## src/hdl/ose_pkg.sv

```systemverilog
`timescale 1ns / 1ps
// ----------------------------------------------------------------------------
// ose_pkg: shared definitions of the ordered set engine
// Command and status codes, cell operation codes and the control struct that
// the top level broadcasts to every cell of the chain.
// ----------------------------------------------------------------------------
package ose_pkg;

    typedef logic [3:0] t_cmd;
    typedef logic [1:0] t_status;
    typedef logic [2:0] t_wr_op;
    typedef logic [2:0] t_sel_op;

    localparam t_cmd CMD_INSERT      = 4'd0;
    localparam t_cmd CMD_REMOVE      = 4'd1;
    localparam t_cmd CMD_EXISTS      = 4'd2;
    localparam t_cmd CMD_MIN         = 4'd3;
    localparam t_cmd CMD_MAX         = 4'd4;
    localparam t_cmd CMD_EXTRACT_MIN = 4'd5;
    localparam t_cmd CMD_EXTRACT_MAX = 4'd6;
    localparam t_cmd CMD_PRED        = 4'd7;
    localparam t_cmd CMD_PRED_REMOVE = 4'd8;
    localparam t_cmd CMD_SUCC        = 4'd9;
    localparam t_cmd CMD_SUCC_REMOVE = 4'd10;
    localparam t_cmd CMD_CLEAR       = 4'd11;

    localparam t_status ST_OK        = 2'd0;
    localparam t_status ST_EMPTY     = 2'd1;
    localparam t_status ST_NOT_FOUND = 2'd2;
    localparam t_status ST_FULL      = 2'd3;

    // What a cell loads into its key register in the apply cycle.
    localparam t_wr_op WR_HOLD    = 3'd0;  // keep own key
    localparam t_wr_op WR_INSERT  = 3'd1;  // open a gap at the first key >= k
    localparam t_wr_op WR_RM_LT   = 3'd2;  // close up from the first key >= k
    localparam t_wr_op WR_RM_LE   = 3'd3;  // close up from the first key > k
    localparam t_wr_op WR_RM_PRED = 3'd4;  // close up from the last key < k
    localparam t_wr_op WR_RM_ALL  = 3'd5;  // close up from the bottom

    // Which cell drives its key onto the result bus.
    localparam t_sel_op SEL_NONE = 3'd0;
    localparam t_sel_op SEL_MIN  = 3'd1;
    localparam t_sel_op SEL_MAX  = 3'd2;
    localparam t_sel_op SEL_PRED = 3'd3;
    localparam t_sel_op SEL_SUCC = 3'd4;

    typedef struct packed {
        logic    search;  // compare own key with the broadcast key
        t_wr_op  wr_op;
        t_sel_op sel_op;
    } t_cell_ctl;

endpackage

```

## src/hdl/ose_cell.sv

```systemverilog
`timescale 1ns / 1ps
// ----------------------------------------------------------------------------
// ose_cell: one slot of the sorted key chain
// Holds one key, compares it with the broadcast key and shifts keys to or
// from its neighbours when an entry is opened or closed up.
// ----------------------------------------------------------------------------
module ose_cell #(
    parameter int KEY_WIDTH = 32,
    parameter int CNT_W     = 7,
    parameter int IDX       = 0
) (
    input  logic                 i_clk,
    input  ose_pkg::t_cell_ctl   i_ctl,
    input  logic [KEY_WIDTH-1:0] i_key,
    input  logic [CNT_W-1:0]     i_count,
    input  logic [KEY_WIDTH-1:0] i_prv_key,
    input  logic                 i_prv_lt,
    input  logic                 i_prv_le,
    input  logic [KEY_WIDTH-1:0] i_nxt_key,
    input  logic                 i_nxt_lt,
    input  logic                 i_nxt_occ,
    output logic [KEY_WIDTH-1:0] o_key,
    output logic                 o_lt,
    output logic                 o_le,
    output logic                 o_occ,
    output logic [KEY_WIDTH-1:0] o_pick
);
    import ose_pkg::*;

    logic [KEY_WIDTH-1:0] r_key, n_key;
    logic                 r_lt, r_le;
    logic                 w_occ, w_sel;

    assign w_occ = CNT_W'(IDX) < i_count;

    always_comb begin
        n_key = r_key;
        unique case (i_ctl.wr_op)
            WR_HOLD:    n_key = r_key;
            WR_INSERT: begin
                if (!r_lt) begin
                    n_key = i_prv_lt ? i_key : i_prv_key;
                end
            end
            WR_RM_LT:   if (!r_lt) n_key = i_nxt_key;
            WR_RM_LE:   if (!r_le) n_key = i_nxt_key;
            WR_RM_PRED: if (!i_nxt_lt) n_key = i_nxt_key;
            WR_RM_ALL:  n_key = i_nxt_key;
            default:    n_key = r_key;
        endcase
    end

    always_comb begin
        unique case (i_ctl.sel_op)
            SEL_NONE: w_sel = 1'b0;
            SEL_MIN:  w_sel = (IDX == 0);
            SEL_MAX:  w_sel = w_occ && !i_nxt_occ;
            SEL_PRED: w_sel = r_lt && !i_nxt_lt;
            SEL_SUCC: w_sel = w_occ && !r_le && i_prv_le;
            default:  w_sel = 1'b0;
        endcase
    end

    always_ff @(posedge i_clk) begin
        r_key <= n_key;
        if (i_ctl.search) begin
            r_lt <= w_occ && (r_key < i_key);
            r_le <= w_occ && (r_key <= i_key);
        end
    end

    assign o_key  = r_key;
    assign o_lt   = r_lt;
    assign o_le   = r_le;
    assign o_occ  = w_occ;
    assign o_pick = w_sel ? r_key : '0;

endmodule

```

## config.mk

```make
export PLATFORM = sky130hd
export DESIGN_NAME = ose_cell
export DESIGN_NICKNAME = d
export VERILOG_FILES = /design/src/hdl/ose_pkg.sv /design/src/hdl/ose_cell.sv
export SDC_FILE = /design/constraint.sdc
export NUM_CORES = 1
export LEC_CHECK = 0
export BUFFER_PORTS_ARGS = -buffer_cell sky130_fd_sc_hd__buf_2
export CELL_PAD_IN_SITES_DETAIL_PLACEMENT = 0
export CELL_PAD_IN_SITES_GLOBAL_PLACEMENT = 1
export CORE_ASPECT_RATIO = 1.2
export CORE_MARGIN = 8
export CORE_UTILIZATION = 30
export DETAILED_ROUTE_END_ITERATION = 10
export PLACE_DENSITY = 0.88
export SKIP_LAST_GASP = 1
export SLEW_MARGIN = 25
export SYNTH_ARGS = -nofsm -noshare
export SYNTH_HDL_FRONTEND = slang
export SYNTH_SLANG_ARGS = --single-unit
```

## constraint.sdc

```tcl
create_clock -name i_clk -period 3.2 [get_ports i_clk]
set_clock_uncertainty 0.05 [all_clocks]
set_input_delay 0.48 -clock i_clk [delete_from_list [all_inputs] [get_ports i_clk]]
set_output_delay 0.48 -clock i_clk [all_outputs]
set_load 0.03 [all_outputs]
```

==> results.json <==
{
  "post-place-cells": 604,
  "drt.antenna.violating_nets": 0,
  "cts_tree": "done",
  "postSynthAreaPerCell_um2": 9.31,
  "ys_warn_count": 0,
  "synth_top_cell_by_area": "edfxtp_1",
  "hp-class": "in -> reg",
  "postLayoutSetupSlackWorst_ps": 364,
  "path_max_fanout": 27,
  "finalCritPeriodShare_pct": 88.6,
  "antenna_found_initial": 1,
  "hpwlAfterDp_um": 7940,
  "syn-cell-area_um2": 2890,
  "wirelength_um": 9570,
  "hold_viol": 0,
  "die-area_um2": 13000,
  "cts-htree-levels": 2,
  "syn_nets": 457,
  "run_status": "complete, no violations",
  "clockBufferDepth": 2,
  "p_seq_share_pct": 36.0,
  "critPathKind": "in -> out",
  "rr_worst_depth": 7,
  "portBuffers": 181,
  "slew_viol_final": 0,
  "netlist_top_cells_count": "nand2_1 (42), o21ai_0 (38), edfxtp_1 (34), inv_1 (34)",
  "worstHoldPathCells": 1,
  "chipHeight_um": 123,
  "ys.flop_type": "edfxtp_1",
  "startpoint_type": "input pin",
  "finalNonFillerCells": 612,
  "cts_buffers": 5,
  "cp.arrival_ps": 2310,
  "ys_seq_area_share_pct": 35.4,
  "pre_cts_slack_ps": 328,
  "worstMarginPinSlew_ps": 1020,
  "end_kind": "output pin",
  "final_net_count": 635,
  "start_util_pct": 30.5,
  "numClockSinks": 34,
  "route.detailed.drc": 0,
  "async_flop_share_pct": 0,
  "ys_types": 35,
  "ys_ff_latch": 34,
  "tns_ps": 0,
  "grt_pass1_wl_um": 14600,
  "grt_pass1_vias": 2974,
  "vias": 2810,
  "drtIter0Drc": 112,
  "wl_per_cell_um": 15.6,
  "finalSetupViolCount": 0,
  "crit_start": "i_count[4]",
  "min_from": "i_ctl[6]",
  "synth_cells": 310,
  "reg2reg_from": "o_key[14]$_DFFE_PP_",
  "synth_most_common_cell": "nand2_1",
  "die_width_um": 106,
  "combinationalPowerShare_pct": 36.9,
  "firstDrtPassIters": 4,
  "max_freq_mhz": 353,
  "num-fill-cells": 964,
  "power.share.clock_pct": 27.2,
  "areaGrowthSynthToFinish_pct": 40.9,
  "cap_violations": 0,
  "p_sw_uw": 620,
  "vias_per_cell": 4.59,
  "ctsHoldBuffers": 0,
  "power.total_mw": 1.71,
  "cts-root-buf": "clkbuf_16",
  "synth_top_area_share_pct": 35.4,
  "synth_area_leaders": "edfxtp_1 (35%), ha_1 (14%), mux2i_1 (11%), o21ai_0 (6.6%), and2_4 (6.1%)",
  "n_antenna_cell": 0,
  "switching_share_pct": 36.3,
  "power-per-cell-area_nw_per_um2": 420,
  "track_usage_pct": 13.9,
  "post_cts_buffers": 0,
  "rsz0062_at_grt": "false",
  "grt_overflow": 0,
  "final_util_pct": 43.0,
  "clock_latency_ps": 270,
  "clk_pin_slew_ps": 60,
  "fp-row-count": 39,
  "p_leak_nw": 2.15,
  "ctsResizeCount": 0,
  "synth-edff-count": 34,
  "design.portCount": 182,
  "grt_max_degree": 37,
  "vdd_drop_max_uv": 300,
  "internal_power_mw": 1.09,
  "slew_headroom_pct": 31.9,
  "cp.required_ps": 2670,
  "final_layout_size_suffix_gt1_share_pct": 44.2,
  "fin_crit_ps": 2840,
  "core_area_um2": 9470,
  "place.gp.congestion": 0.759
}
layout by cell type (no fill, tap or decap), types with 3 or more instances in the layout:
cell type	count
and2_1	12
clkinv_1	3
and2_4	20
inv_1	34
ha_1	32
o21ai_0	38
mux2i_1	32
nand2_1	42
a21oi_1	11
nand4_1	8
nor2_1	5
nand3_1	6
buf_2	181
clkbuf_16	5
edfxtp_1	34
path summary, 6_finish.rpt:
check        slack (ps)        endpoint
max                 360      o_pick[28]
min reg2reg         900  o_lt$_DFFE_PP_
max reg2reg         870  o_le$_DFFE_PP_
min                 380  o_lt$_DFFE_PP_
metrics by stage:
stage               hold WS [ps]  instance area [um^2]
floorplan                    542                  2890
global placement             650                  3930
detailed placement           657                  3930
CTS                          369                  4070
global route                 371                  4070
finish                       379                  4070
cell families (layout without fill, tap and decap cells):
group / after synthesis / count (layout) / synth area share (%)
buf+inv: 48 / 227 / 7.02
fa+ha+maj: 32 / 32 / 13.9
mux: 32 / 32 / 11.1
flops: 34 / 34 / 35.4
simple gates: 101 / 101 / 20.1
xor+xnor: 1 / 1 / 0.303
compound gates: 62 / 62 / 12.3
critical path: stages:
cell and delay, ps:
buf_2 90, or4_4 530, nor4_4 190, inv_2 90, a22oi_2 170, o21ai_2 130
buf_4 250, and2_4 190, buf_2 170
flip-flops by register name, indices dropped and copies added, names as in the netlist:
signal / cells
o_lt: 1
o_le: 1
o_key: 32
layer usage:
layer  GRT usage, %  vias up  wire [um]
met5              0        -          8
met4           2.91        2         40
met3           5.68        4        847
met2           25.7       99       4890
met1           14.5     1252       3790
li1               -     1453          -
cell type report:
type	instances	area (um^2)	share of cell area (%)
multi-input combinational	228	1680	41.4
sequential	34	1020	25.1
timing repair buffer	184	941	23.1
tap	123	154	3.78
inverter	35	131	3.23
clock buffer	5	125	3.08
clock inverter	3	11.3	0.277
power by group through the flow:
stage / Sequential (mW) / Clock, mW / Combinational [mW]
after floorplan: 0.719 / 0 / 0.308
after global placement: 0.622 / 0 / 0.628
after detailed placement: 0.624 / 0 / 0.640
after CTS: 0.615 / 0.477 / 0.641
after global routing: 0.621 / 0.497 / 0.694
final: 0.614 / 0.464 / 0.629
Note: power is estimated with default switching activity, not from simulation.
